## config.mk

```make
export PLATFORM = sky130hd
export DESIGN_NAME = descending_table_linear_interp_top
export DESIGN_NICKNAME = d
export VERILOG_FILES = /design/src/hdl/dtli_pkg.sv /design/src/hdl/dtli_muldiv.sv /design/src/hdl/dtli_datapath.sv /design/src/hdl/dtli_ctrl.sv /design/src/hdl/descending_table_linear_interp_top.sv
export SDC_FILE = /design/constraint.sdc
export NUM_CORES = 2
export LEC_CHECK = 0
export CORE_UTILIZATION = 58
export CTS_BUF_LIST = sky130_fd_sc_hd__clkbuf_8
export DETAILED_ROUTE_END_ITERATION = 12
export DONT_BUFFER_PORTS = 1
export GPL_TIMING_DRIVEN = 1
export PLACE_DENSITY = 0.87
export SLEW_MARGIN = 20
export SYNTH_ARGS = -nofsm -noshare
export SYNTH_HDL_FRONTEND = slang
export SYNTH_SLANG_ARGS = --single-unit
```

## constraint.sdc

```tcl
create_clock -name i_clk -period 8.6 [get_ports i_clk]
set_clock_uncertainty 0.2 [all_clocks]
set_input_delay 0.86 -clock i_clk [delete_from_list [all_inputs] [get_ports i_clk]]
set_output_delay 0.86 -clock i_clk [all_outputs]
set_load 0.01 [all_outputs]
```

## src/hdl/dtli_pkg.sv

```systemverilog
// Shared types and constants for the descending-table linear interpolator.
// Used by every module in hdl/; depends on nothing.
package dtli_pkg;

    localparam int TABLE_POINTS = 16;
    localparam int IDX_W        = $clog2(TABLE_POINTS);
    localparam int CNT_W        = IDX_W + 1;
    localparam int VAL_W        = 40;
    // magnitude of a difference of two VAL_W values
    localparam int MAG_W        = VAL_W + 1;
    localparam int STEP_W       = $clog2(MAG_W);
    localparam int PADDR_W      = 3;
    localparam int PDATA_W      = 32;

    localparam logic [CNT_W-1:0] NUM_POINTS_RST = CNT_W'(12);
    localparam logic             REG_NUM_POINTS = 1'b0;  // register index, paddr[2]

    localparam logic REQ_LOAD  = 1'b0;
    localparam logic REQ_QUERY = 1'b1;

    localparam logic [1:0] ST_INTERP = 2'd0;
    localparam logic [1:0] ST_CLAMP  = 2'd1;
    localparam logic [1:0] ST_NONE   = 2'd2;

    typedef struct packed {
        logic                    req_type;
        logic [IDX_W-1:0]        point_index;
        logic signed [VAL_W-1:0] point_x;
        logic signed [VAL_W-1:0] point_y;
        logic signed [VAL_W-1:0] query_x;
    } t_req;

    typedef struct packed {
        logic signed [VAL_W-1:0] value;
        logic [1:0]              status;
    } t_res;

    typedef enum logic [2:0] {
        SRC_FIRST,
        SRC_RD,
        SRC_PREV,
        SRC_ZERO,
        SRC_DIV
    } t_res_src;

    typedef struct packed {
        logic             wr_en;
        logic             latch_q;
        logic [IDX_W-1:0] rd_addr;
        logic             cap_first;
        logic             cap_prev;
        logic             div_start;
        logic             res_load;
        t_res_src         res_src;
        logic [1:0]       res_status;
    } t_cmd;

    typedef struct packed {
        logic q_gt_first;
        logic q_lt_rd;
        logic in_iv;
        logic ends_eq;
        logic div_done;
    } t_stat;

endpackage

```

## src/hdl/dtli_muldiv.sv

```systemverilog
// Sequential unit for floor(a * b / d): shift-add multiply, then restoring divide.
// Depends on dtli_pkg. Expects a <= d, so the quotient fits in MAG_W bits.
module dtli_muldiv import dtli_pkg::*; (
    input  logic             i_clk,
    input  logic             i_rst_n,
    input  logic             i_start,
    input  logic [MAG_W-1:0] i_a,
    input  logic [MAG_W-1:0] i_b,
    input  logic [MAG_W-1:0] i_d,
    output logic             o_done,
    output logic [MAG_W-1:0] o_quo
);

    typedef enum logic [1:0] {
        M_IDLE,
        M_MUL,
        M_DIV
    } t_mstate;

    t_mstate            r_state;
    logic [STEP_W-1:0]  r_cnt;
    logic               r_done;
    logic [MAG_W:0]     r_acc;    // high product half, later the remainder
    logic [MAG_W-1:0]   r_lo;     // multiplier bits, then low product, then quotient
    logic [MAG_W-1:0]   r_mcand;
    logic [MAG_W-1:0]   r_den;

    logic [MAG_W:0]     sum;
    logic [MAG_W+1:0]   rem2;
    logic               ge;
    logic               last_step;

    always_comb begin
        sum       = r_acc + (r_lo[0] ? {1'b0, r_mcand} : '0);
        rem2      = {r_acc, r_lo[MAG_W-1]};
        ge        = (rem2 >= {2'b00, r_den});
        last_step = (r_cnt == STEP_W'(MAG_W - 1));
    end

    always_ff @(posedge i_clk) begin
        if (!i_rst_n) begin
            r_state <= M_IDLE;
            r_cnt   <= '0;
            r_done  <= 1'b0;
        end else begin
            r_done <= 1'b0;
            case (r_state)
                M_IDLE: begin
                    if (i_start) begin
                        r_acc   <= '0;
                        r_lo    <= i_b;
                        r_mcand <= i_a;
                        r_den   <= i_d;
                        r_cnt   <= '0;
                        r_state <= M_MUL;
                    end
                end
                M_MUL: begin
                    r_acc <= {1'b0, sum[MAG_W:1]};
                    r_lo  <= {sum[0], r_lo[MAG_W-1:1]};
                    if (last_step) begin
                        r_cnt   <= '0;
                        r_state <= M_DIV;
                    end else begin
                        r_cnt <= r_cnt + 1'b1;
                    end
                end
                M_DIV: begin
                    if (ge) begin
                        r_acc <= (MAG_W+1)'(rem2 - {2'b00, r_den});
                    end else begin
                        r_acc <= rem2[MAG_W:0];
                    end
                    r_lo <= {r_lo[MAG_W-2:0], ge};
                    if (last_step) begin
                        r_done  <= 1'b1;
                        r_state <= M_IDLE;
                    end else begin
                        r_cnt <= r_cnt + 1'b1;
                    end
                end
                default: begin
                    r_state <= M_IDLE;
                end
            endcase
        end
    end

    assign o_done = r_done;
    assign o_quo  = r_lo;

endmodule

```

## src/hdl/dtli_datapath.sv

```systemverilog
// Datapath: breakpoint memories, query and scan registers, compares, result register.
// Depends on dtli_pkg and dtli_muldiv; driven by dtli_ctrl through t_cmd / t_stat.
module dtli_datapath import dtli_pkg::*; (
    input  logic  i_clk,
    input  logic  i_rst_n,
    input  t_req  i_item,
    input  t_cmd  i_cmd,
    output t_stat o_stat,
    output logic  o_res_valid,
    output t_res  o_result
);

    logic signed [VAL_W-1:0] mem_x [TABLE_POINTS];
    logic signed [VAL_W-1:0] mem_y [TABLE_POINTS];

    logic signed [VAL_W-1:0] r_rd_x, r_rd_y;
    logic signed [VAL_W-1:0] r_q;
    logic signed [VAL_W-1:0] r_x0, r_y0;
    logic signed [VAL_W-1:0] r_px, r_py;
    logic signed [VAL_W-1:0] r_y1;
    logic                    r_neg;
    logic                    r_res_vld;
    t_res                    r_res;

    logic signed [MAG_W-1:0] dx, dy, den;
    logic [MAG_W-1:0]        mag_dx, mag_dy, mag_den;
    logic                    div_done;
    logic [MAG_W-1:0]        quo;
    logic signed [MAG_W:0]   full;
    logic signed [VAL_W-1:0] interp;
    t_res                    n_res;

    // table write on load, registered read
    always_ff @(posedge i_clk) begin
        if (i_cmd.wr_en) begin
            mem_x[i_item.point_index] <= i_item.point_x;
            mem_y[i_item.point_index] <= i_item.point_y;
        end
        r_rd_x <= mem_x[i_cmd.rd_addr];
        r_rd_y <= mem_y[i_cmd.rd_addr];
    end

    always_comb begin
        dx      = MAG_W'(r_q) - MAG_W'(r_px);
        dy      = MAG_W'(r_rd_y) - MAG_W'(r_py);
        den     = MAG_W'(r_rd_x) - MAG_W'(r_px);
        mag_dx  = dx[MAG_W-1] ? MAG_W'(-dx) : MAG_W'(dx);
        mag_dy  = dy[MAG_W-1] ? MAG_W'(-dy) : MAG_W'(dy);
        mag_den = den[MAG_W-1] ? MAG_W'(-den) : MAG_W'(den);
    end

    dtli_muldiv u_muldiv (
        .i_clk   (i_clk),
        .i_rst_n (i_rst_n),
        .i_start (i_cmd.div_start),
        .i_a     (mag_dx),
        .i_b     (mag_dy),
        .i_d     (mag_den),
        .o_done  (div_done),
        .o_quo   (quo)
    );

    // y1 +/- quotient, saturated to the value range
    always_comb begin
        if (r_neg) begin
            full = (MAG_W+1)'(r_y1) - (MAG_W+1)'({1'b0, quo});
        end else begin
            full = (MAG_W+1)'(r_y1) + (MAG_W+1)'({1'b0, quo});
        end
        if (full[MAG_W:VAL_W-1] == '0 || full[MAG_W:VAL_W-1] == '1) begin
            interp = full[VAL_W-1:0];
        end else if (full[MAG_W]) begin
            interp = {1'b1, {(VAL_W-1){1'b0}}};
        end else begin
            interp = {1'b0, {(VAL_W-1){1'b1}}};
        end
    end

    always_comb begin
        n_res.status = i_cmd.res_status;
        case (i_cmd.res_src)
            SRC_FIRST: n_res.value = r_y0;
            SRC_RD:    n_res.value = r_rd_y;
            SRC_PREV:  n_res.value = r_py;
            SRC_DIV:   n_res.value = interp;
            default:   n_res.value = '0;
        endcase
    end

    always_ff @(posedge i_clk) begin
        if (i_cmd.latch_q) begin
            r_q <= i_item.query_x;
        end
        if (i_cmd.cap_first) begin
            r_x0 <= r_rd_x;
            r_y0 <= r_rd_y;
        end
        if (i_cmd.cap_first || i_cmd.cap_prev) begin
            r_px <= r_rd_x;
            r_py <= r_rd_y;
        end
        if (i_cmd.div_start) begin
            r_y1  <= r_py;
            r_neg <= dx[MAG_W-1] ^ dy[MAG_W-1] ^ den[MAG_W-1];
        end
        if (i_cmd.res_load) begin
            r_res <= n_res;
        end
    end

    always_ff @(posedge i_clk) begin
        if (!i_rst_n) begin
            r_res_vld <= 1'b0;
        end else begin
            r_res_vld <= i_cmd.res_load;
        end
    end

    always_comb begin
        o_stat.q_gt_first = (r_q > r_x0);
        o_stat.q_lt_rd    = (r_q < r_rd_x);
        o_stat.in_iv      = (r_px >= r_q) && (r_q >= r_rd_x);
        o_stat.ends_eq    = (r_px == r_rd_x);
        o_stat.div_done   = div_done;
    end

    assign o_res_valid = r_res_vld;
    assign o_result    = r_res;

endmodule

```

## src/hdl/dtli_ctrl.sv

```systemverilog
// Controller: issues load writes, and sequences a query through first/last reads, the interval scan and the divide.
// Depends on dtli_pkg; drives dtli_datapath through t_cmd and reads t_stat.
module dtli_ctrl import dtli_pkg::*; (
    input  logic             i_clk,
    input  logic             i_rst_n,
    input  logic             i_start,
    input  logic             i_req_type,
    input  logic [IDX_W-1:0] i_last_idx,
    input  t_stat            i_stat,
    output logic             o_busy,
    output t_cmd             o_cmd
);

    typedef enum logic [2:0] {
        S_IDLE,
        S_FIRST,
        S_LAST,
        S_SCAN,
        S_DIV
    } t_state;

    t_state           r_state, n_state;
    logic [IDX_W-1:0] r_idx, n_idx;
    logic             r_busy;
    logic             accept;

    assign accept = i_start && !r_busy;

    always_comb begin
        n_state = r_state;
        n_idx   = r_idx;
        o_cmd   = '{
            wr_en:      1'b0,
            latch_q:    1'b0,
            rd_addr:    IDX_W'(r_idx + 1'b1),
            cap_first:  1'b0,
            cap_prev:   1'b0,
            div_start:  1'b0,
            res_load:   1'b0,
            res_src:    SRC_ZERO,
            res_status: ST_NONE
        };
        case (r_state)
            S_IDLE: begin
                o_cmd.rd_addr = '0;
                if (accept) begin
                    if (i_req_type == REQ_LOAD) begin
                        o_cmd.wr_en = 1'b1;
                    end else begin
                        o_cmd.latch_q = 1'b1;
                        n_state       = S_FIRST;
                    end
                end
            end
            S_FIRST: begin
                o_cmd.cap_first = 1'b1;
                o_cmd.rd_addr   = i_last_idx;
                n_state         = S_LAST;
            end
            S_LAST: begin
                if (i_stat.q_gt_first) begin
                    o_cmd.res_load   = 1'b1;
                    o_cmd.res_src    = SRC_FIRST;
                    o_cmd.res_status = ST_CLAMP;
                    n_state          = S_IDLE;
                end else if (i_stat.q_lt_rd) begin
                    o_cmd.res_load   = 1'b1;
                    o_cmd.res_src    = SRC_RD;
                    o_cmd.res_status = ST_CLAMP;
                    n_state          = S_IDLE;
                end else if (i_last_idx == '0) begin
                    // single point, query sits exactly on it
                    o_cmd.res_load   = 1'b1;
                    o_cmd.res_src    = SRC_FIRST;
                    o_cmd.res_status = ST_INTERP;
                    n_state          = S_IDLE;
                end else begin
                    o_cmd.rd_addr = IDX_W'(1);
                    n_idx         = IDX_W'(1);
                    n_state       = S_SCAN;
                end
            end
            S_SCAN: begin
                // read data is entry r_idx, prev regs hold entry r_idx-1
                if (i_stat.in_iv) begin
                    if (i_stat.ends_eq) begin
                        o_cmd.res_load   = 1'b1;
                        o_cmd.res_src    = SRC_PREV;
                        o_cmd.res_status = ST_INTERP;
                        n_state          = S_IDLE;
                    end else begin
                        o_cmd.div_start = 1'b1;
                        n_state         = S_DIV;
                    end
                end else if (r_idx == i_last_idx) begin
                    o_cmd.res_load   = 1'b1;
                    o_cmd.res_src    = SRC_ZERO;
                    o_cmd.res_status = ST_NONE;
                    n_state          = S_IDLE;
                end else begin
                    o_cmd.cap_prev = 1'b1;
                    n_idx          = IDX_W'(r_idx + 1'b1);
                end
            end
            S_DIV: begin
                if (i_stat.div_done) begin
                    o_cmd.res_load   = 1'b1;
                    o_cmd.res_src    = SRC_DIV;
                    o_cmd.res_status = ST_INTERP;
                    n_state          = S_IDLE;
                end
            end
            default: begin
                n_state = S_IDLE;
            end
        endcase
    end

    always_ff @(posedge i_clk) begin
        if (!i_rst_n) begin
            r_state <= S_IDLE;
            r_idx   <= '0;
            r_busy  <= 1'b0;
        end else begin
            r_state <= n_state;
            r_idx   <= n_idx;
            r_busy  <= (n_state != S_IDLE);
        end
    end

    assign o_busy = r_busy;

endmodule

```

## src/hdl/descending_table_linear_interp_top.sv

```systemverilog
// Top level of the descending-table linear interpolator: APB register, controller, datapath.
// Depends on dtli_pkg, dtli_ctrl, dtli_datapath.
//
//   channel   | handshake                          | payload
//   ----------+------------------------------------+------------------------
//   request   | start (in), busy (out)             | i_item   (t_req)
//   result    | o_res_valid strobe, one cycle      | o_result (t_res)
//   config    | APB psel/penable/pwrite, pready=1  | paddr, pwdata, prdata
//
// A load word gives no result; the next word may follow at once.
// A query reads the first and last breakpoints (a clamped result ends it there), then scans
// one breakpoint per cycle over the single table read port, then, for an interval with distinct
// ends, runs the shift-add multiply and restoring divide, 41 steps each.
// busy drops as the result is registered, so a new word is taken while a result shows.
// Reset is synchronous, active low; num_points resets to 12. The receiver cannot stall.
module descending_table_linear_interp_top import dtli_pkg::*; (
    input  logic               i_clk,
    input  logic               i_rst_n,
    input  logic               start,
    output logic               busy,
    input  t_req               i_item,
    output logic               o_res_valid,
    output t_res               o_result,
    input  logic               psel,
    input  logic               penable,
    input  logic               pwrite,
    input  logic [PADDR_W-1:0] paddr,
    input  logic [PDATA_W-1:0] pwdata,
    output logic [PDATA_W-1:0] prdata,
    output logic               pready
);

    logic [CNT_W-1:0] r_num_points;
    logic [IDX_W-1:0] last_idx;
    logic             reg_wr;
    t_cmd             cmd;
    t_stat            stat;

    assign pready = 1'b1;
    assign reg_wr = psel && penable && pwrite && pready && (paddr[2] == REG_NUM_POINTS);

    always_ff @(posedge i_clk) begin
        if (!i_rst_n) begin
            r_num_points <= NUM_POINTS_RST;
        end else if (reg_wr) begin
            r_num_points <= pwdata[CNT_W-1:0];
        end
    end

    always_comb begin
        if (paddr[2] == REG_NUM_POINTS) begin
            prdata = PDATA_W'(r_num_points);
        end else begin
            prdata = '0;
        end
    end

    // zero points counts as one, anything past the table as the full table
    always_comb begin
        if (r_num_points == '0) begin
            last_idx = '0;
        end else if (r_num_points > CNT_W'(TABLE_POINTS)) begin
            last_idx = IDX_W'(TABLE_POINTS - 1);
        end else begin
            last_idx = IDX_W'(r_num_points - 1'b1);
        end
    end

    dtli_ctrl u_ctrl (
        .i_clk      (i_clk),
        .i_rst_n    (i_rst_n),
        .i_start    (start),
        .i_req_type (i_item.req_type),
        .i_last_idx (last_idx),
        .i_stat     (stat),
        .o_busy     (busy),
        .o_cmd      (cmd)
    );

    dtli_datapath u_datapath (
        .i_clk       (i_clk),
        .i_rst_n     (i_rst_n),
        .i_item      (i_item),
        .i_cmd       (cmd),
        .o_stat      (stat),
        .o_res_valid (o_res_valid),
        .o_result    (o_result)
    );

endmodule

```

==> reports/metrics.yaml <==
status: "completed"
critPathKind: "register to register"
cts_tree: "built"
maxCapViolCount: 0
grt_pass1_wl_um: 373300
min_from: "pwrite"
die_x_um: 392.1
vias: 66270
wirelength_um: 252200
track_usage_pct: 31.95
nets: 8312
htree_levels: 5
viasPerCell: 6.582
max-vdd-ir-drop_v: 0.0001428
grt_max_degree: 107
clk_path_buf_depth: 4
synth_edf_count: 1728
crit_path_start_kind: "register"
drv_slew: 0
total_power_w: 0.02200
leakage_nw: 35.67
die_area_um2: 153800
crit_path_start: "u_datapath.u_muldiv.o_quo[2]$_DFFE_PP_"
arrival_ns: 8.05
drcViolationCount: 0
ys_async_sr_fraction_pct: 0
r2r-start: "u_datapath.u_muldiv.o_quo[2]$_DFFE_PP_"
place_hpwl_um: 154500
drtIter0Drc: 9613
io_buffers: 0
worstMarginPinSlew_ns: 1.187
start_util_pct: 58.67
reg2regPathDepth: 21
ant_nets: 0
holdWs_ns: 0.1472
cp-end-kind: "register"
synth_ff_type: "edfxtp_1"
fin_crit_sh_pct: 87.72
rsz0062_at_grt: "no"
wl_per_cell_um: 25.05
setup_viol: 0
coreArea_um2: 150500
max_freq_mhz: 132.6
yosysWarnings: 0
timing.rr.end: "u_datapath.o_result[3]$_DFFE_PP_"
crit_fanout: 29
gr-total-overflow: 0
area_growth_pct: 10.30
rows: 142
r2r_setup_slack_ns: 1.06
gp_congestion: 0.9937
powerDensity_nw_per_um2: 225.9
required_ns: 9.11
grt_pass1_vias: 64580
ios: 243
cts_buffers: 304
dr.pass1.iters: 9
synth-seq-cells: 1831
place_ws_ns: 1.228
timing_hold_violations_final: 0
yosysSeqAreaShare_pct: 61.11
fin_ws_ns: 1.056
drive_gt1_share_pct: 7.575
slew-limit-headroom_pct: 20.13
fp.dieH_um: 392.1
syn_area_um2: 88280
finalSetupTns_ns: 0
crit_end: "u_datapath.o_result[3]$_DFFE_PP_"
clk_pin_slew_ns: 0.06
synth_cells: 7657
min_path_type: "input pin to register"
syn-mean-instance-area_um2: 11.53
clock-sinks: 1831
ctsRootBufferMaster: "clkbuf_8"
clk_latency_ns: 1.08
antenna_found_initial: 54
layout_min_cycle_time_ns: 7.544
synth_cell_types: 100
[worst min-delay path by stage]
stage / endpoint / slack [ns] / cells after the start
final: r_num_points[2]$_SDFFE_PN1P_ / 0.15 / 3
after global routing: r_num_points[2]$_SDFFE_PN1P_ / 0.13 / 3
after CTS: r_num_points[2]$_SDFFE_PN1P_ / 0.07 / 3
after detailed placement: u_datapath.r_y1[14]$_DFFE_PP_ / 0.27 / 0
after global placement: u_datapath.r_y1[36]$_DFFE_PP_ / 0.26 / 0
after floorplan: u_datapath.r_py[0]$_DFFE_PP_ / 0.25 / 0
[registers in the layout, summed over array words and instances, names as in the netlist]
register                     count
u_datapath.r_py                 40
u_datapath.r_rd_x               40
u_datapath.u_muldiv.o_done       1
u_datapath.r_q                  40
u_datapath.r_y1                 40
u_datapath.r_rd_y               40
u_datapath.r_y0                 40
u_datapath.r_neg                 1
u_ctrl.o_busy                    1
u_datapath.o_result             42
u_datapath.r_x0                 40
r_num_points                     5
u_datapath.o_res_valid           1
u_datapath.mem_y               640
u_datapath.u_muldiv.r_cnt        6
u_datapath.r_px                 40
u_datapath.u_muldiv.r_acc       42
u_datapath.mem_x               640
u_datapath.u_muldiv.r_state      2
u_ctrl.r_state                   3
u_datapath.u_muldiv.r_den       41
u_datapath.u_muldiv.o_quo       41
u_ctrl.r_idx                     4
u_datapath.u_muldiv.r_mcand     41
[Yosys cell counts (11+ instances only)]
master	number	area, um^2
o21a_1	51	382.9
nand2_1	1249	4688
o21bai_1	48	360.4
buf_1	30	112.6
nor4_1	29	181.4
xor2_1	128	1121
ha_1	336	4204
xnor2_1	237	2076
a211oi_1	27	202.7
a22oi_1	145	1089
a21boi_0	18	135.1
or2_2	17	106.4
and3_1	43	269.0
a22o_1	45	394.1
buf_2	92	460.4
nand3_1	399	1997
buf_4	38	285.3
a21o_1	150	1126
dfxtp_1	103	2062
o21ai_0	190	950.9
clkbuf_1	255	957.2
a221o_1	83	830.8
edfxtp_1	1728	51890
and2_1	66	412.9
nor3_1	152	760.7
a221oi_1	29	254.0
or4_1	11	82.58
inv_1	308	1156
a21oi_1	670	3353
o211ai_1	53	397.9
mux2i_1	28	280.3
and4_1	16	140.1
a31oi_1	49	306.5
a31o_2	12	105.1
o31ai_1	27	202.7
nor2b_1	50	312.8
or3_1	27	168.9
o22ai_1	123	769.5
nor2_1	291	1092
nand2b_1	34	212.7
a41oi_1	11	96.34
nand4_1	64	400.4
o31a_1	22	192.7
[per-stage QoR]
stage          instance area [um^2]  cells  util, %
6_report                      97380  10070    64.71
4_1_cts                       97310  10040    64.66
2_1_floorplan                 88380   7683        -
3_5_place_dp                  90290   9384    60.00
5_1_grt                       97350  10060    64.69
3_3_place_gp                  90270   9383    59.98
[power by group]
group          switching (W)  internal, W  total (W)  leakage (nW)
combinational        0.00271      0.00143    0.00414          16.0
sequential          0.000295       0.0102     0.0105          16.5
clock                0.00351      0.00389    0.00740          3.26
total                0.00651       0.0155     0.0220          35.7
[layer usage]
layer	routed length, um	GRT usage, %
met2	115200	49.94
met4	14360	18.36
met3	34920	9.301
met5	264	0
met1	87510	39.68
[timing repair]
| action | in CTS | in global routing |
|---|---|---|
| hold endpoints to repair | 1362 | 0 |
| gates resized for setup | 0 | 0 |
| buffers inserted | 0 | 0 |
| hold buffers | 130 | 0 |
[cells by family (layout without fill, tap and decap cells)]
logic type	after synthesis	count (layout)	synth area share, %
compound gates	1862	1862	13.78
xor+xnor	365	365	3.621
fa+ha+maj	344	344	4.921
buf+inv	723	1066	3.366
flops	1831	1831	61.11
mux	32	32	0.3685
other cells	2	55	0.008507
simple gates	2498	2498	12.82
[critical path, cell delays in order, from the launching register on]
cell and delay (ns):
edfxtp_1 0.48, nor4_1 0.60, and3_1 0.31, nand2_1 0.11, nor3b_1 0.41, nor4b_1 0.90, a21oi_1 0.19, xnor2_1 0.19
ha_1 0.35, a21o_1 0.20, o21bai_1 0.15, a21o_1 0.18, a21oi_1 0.14, o21ai_0 0.11, or3b_2 0.50, o21a_1 0.22
o311ai_0 0.50, a2111oi_0 0.19, o21ai_2 0.49, buf_4 0.43, a21oi_1 0.08, a221o_1 0.32
[placed cells by master, fill, tap and decap left out, types with 33 or more instances in the layout]
cell type	n
a22oi_1	145
dfxtp_1	103
nor2_1	279
a21o_1	150
buf_4	84
a221o_1	83
ha_1	336
a21oi_1	670
and3_1	42
clkinv_2	47
clkinv_1	45
o22ai_1	123
nand4_1	64
nand2_1	1246
xnor2_1	237
dlygate4sd3_1	130
o21bai_1	48
inv_1	384
nand2b_1	33
xor2_1	128
o21ai_0	189
a22o_1	45
a31oi_1	47
o21a_1	51
edfxtp_1	1728
nor2b_1	46
clkbuf_8	344
and2_1	65
nor3_1	147
o211ai_1	53
nand3_1	399
[cell type report]
cell class                      instances  area, um^2
Antenna cell                           27       67.56
Clock buffer                          344        4735
Clock inverter                        184       985.9
Fill cell                           10040       53110
Inverter                              308        1157
Multi-Input combinational cell       5129       31710
Sequential cell                      1831       53950
Tap cell                             2016        2522
Timing Repair Buffer                  230        2252
No activity file was read; power rests on OpenSTA's default activity.
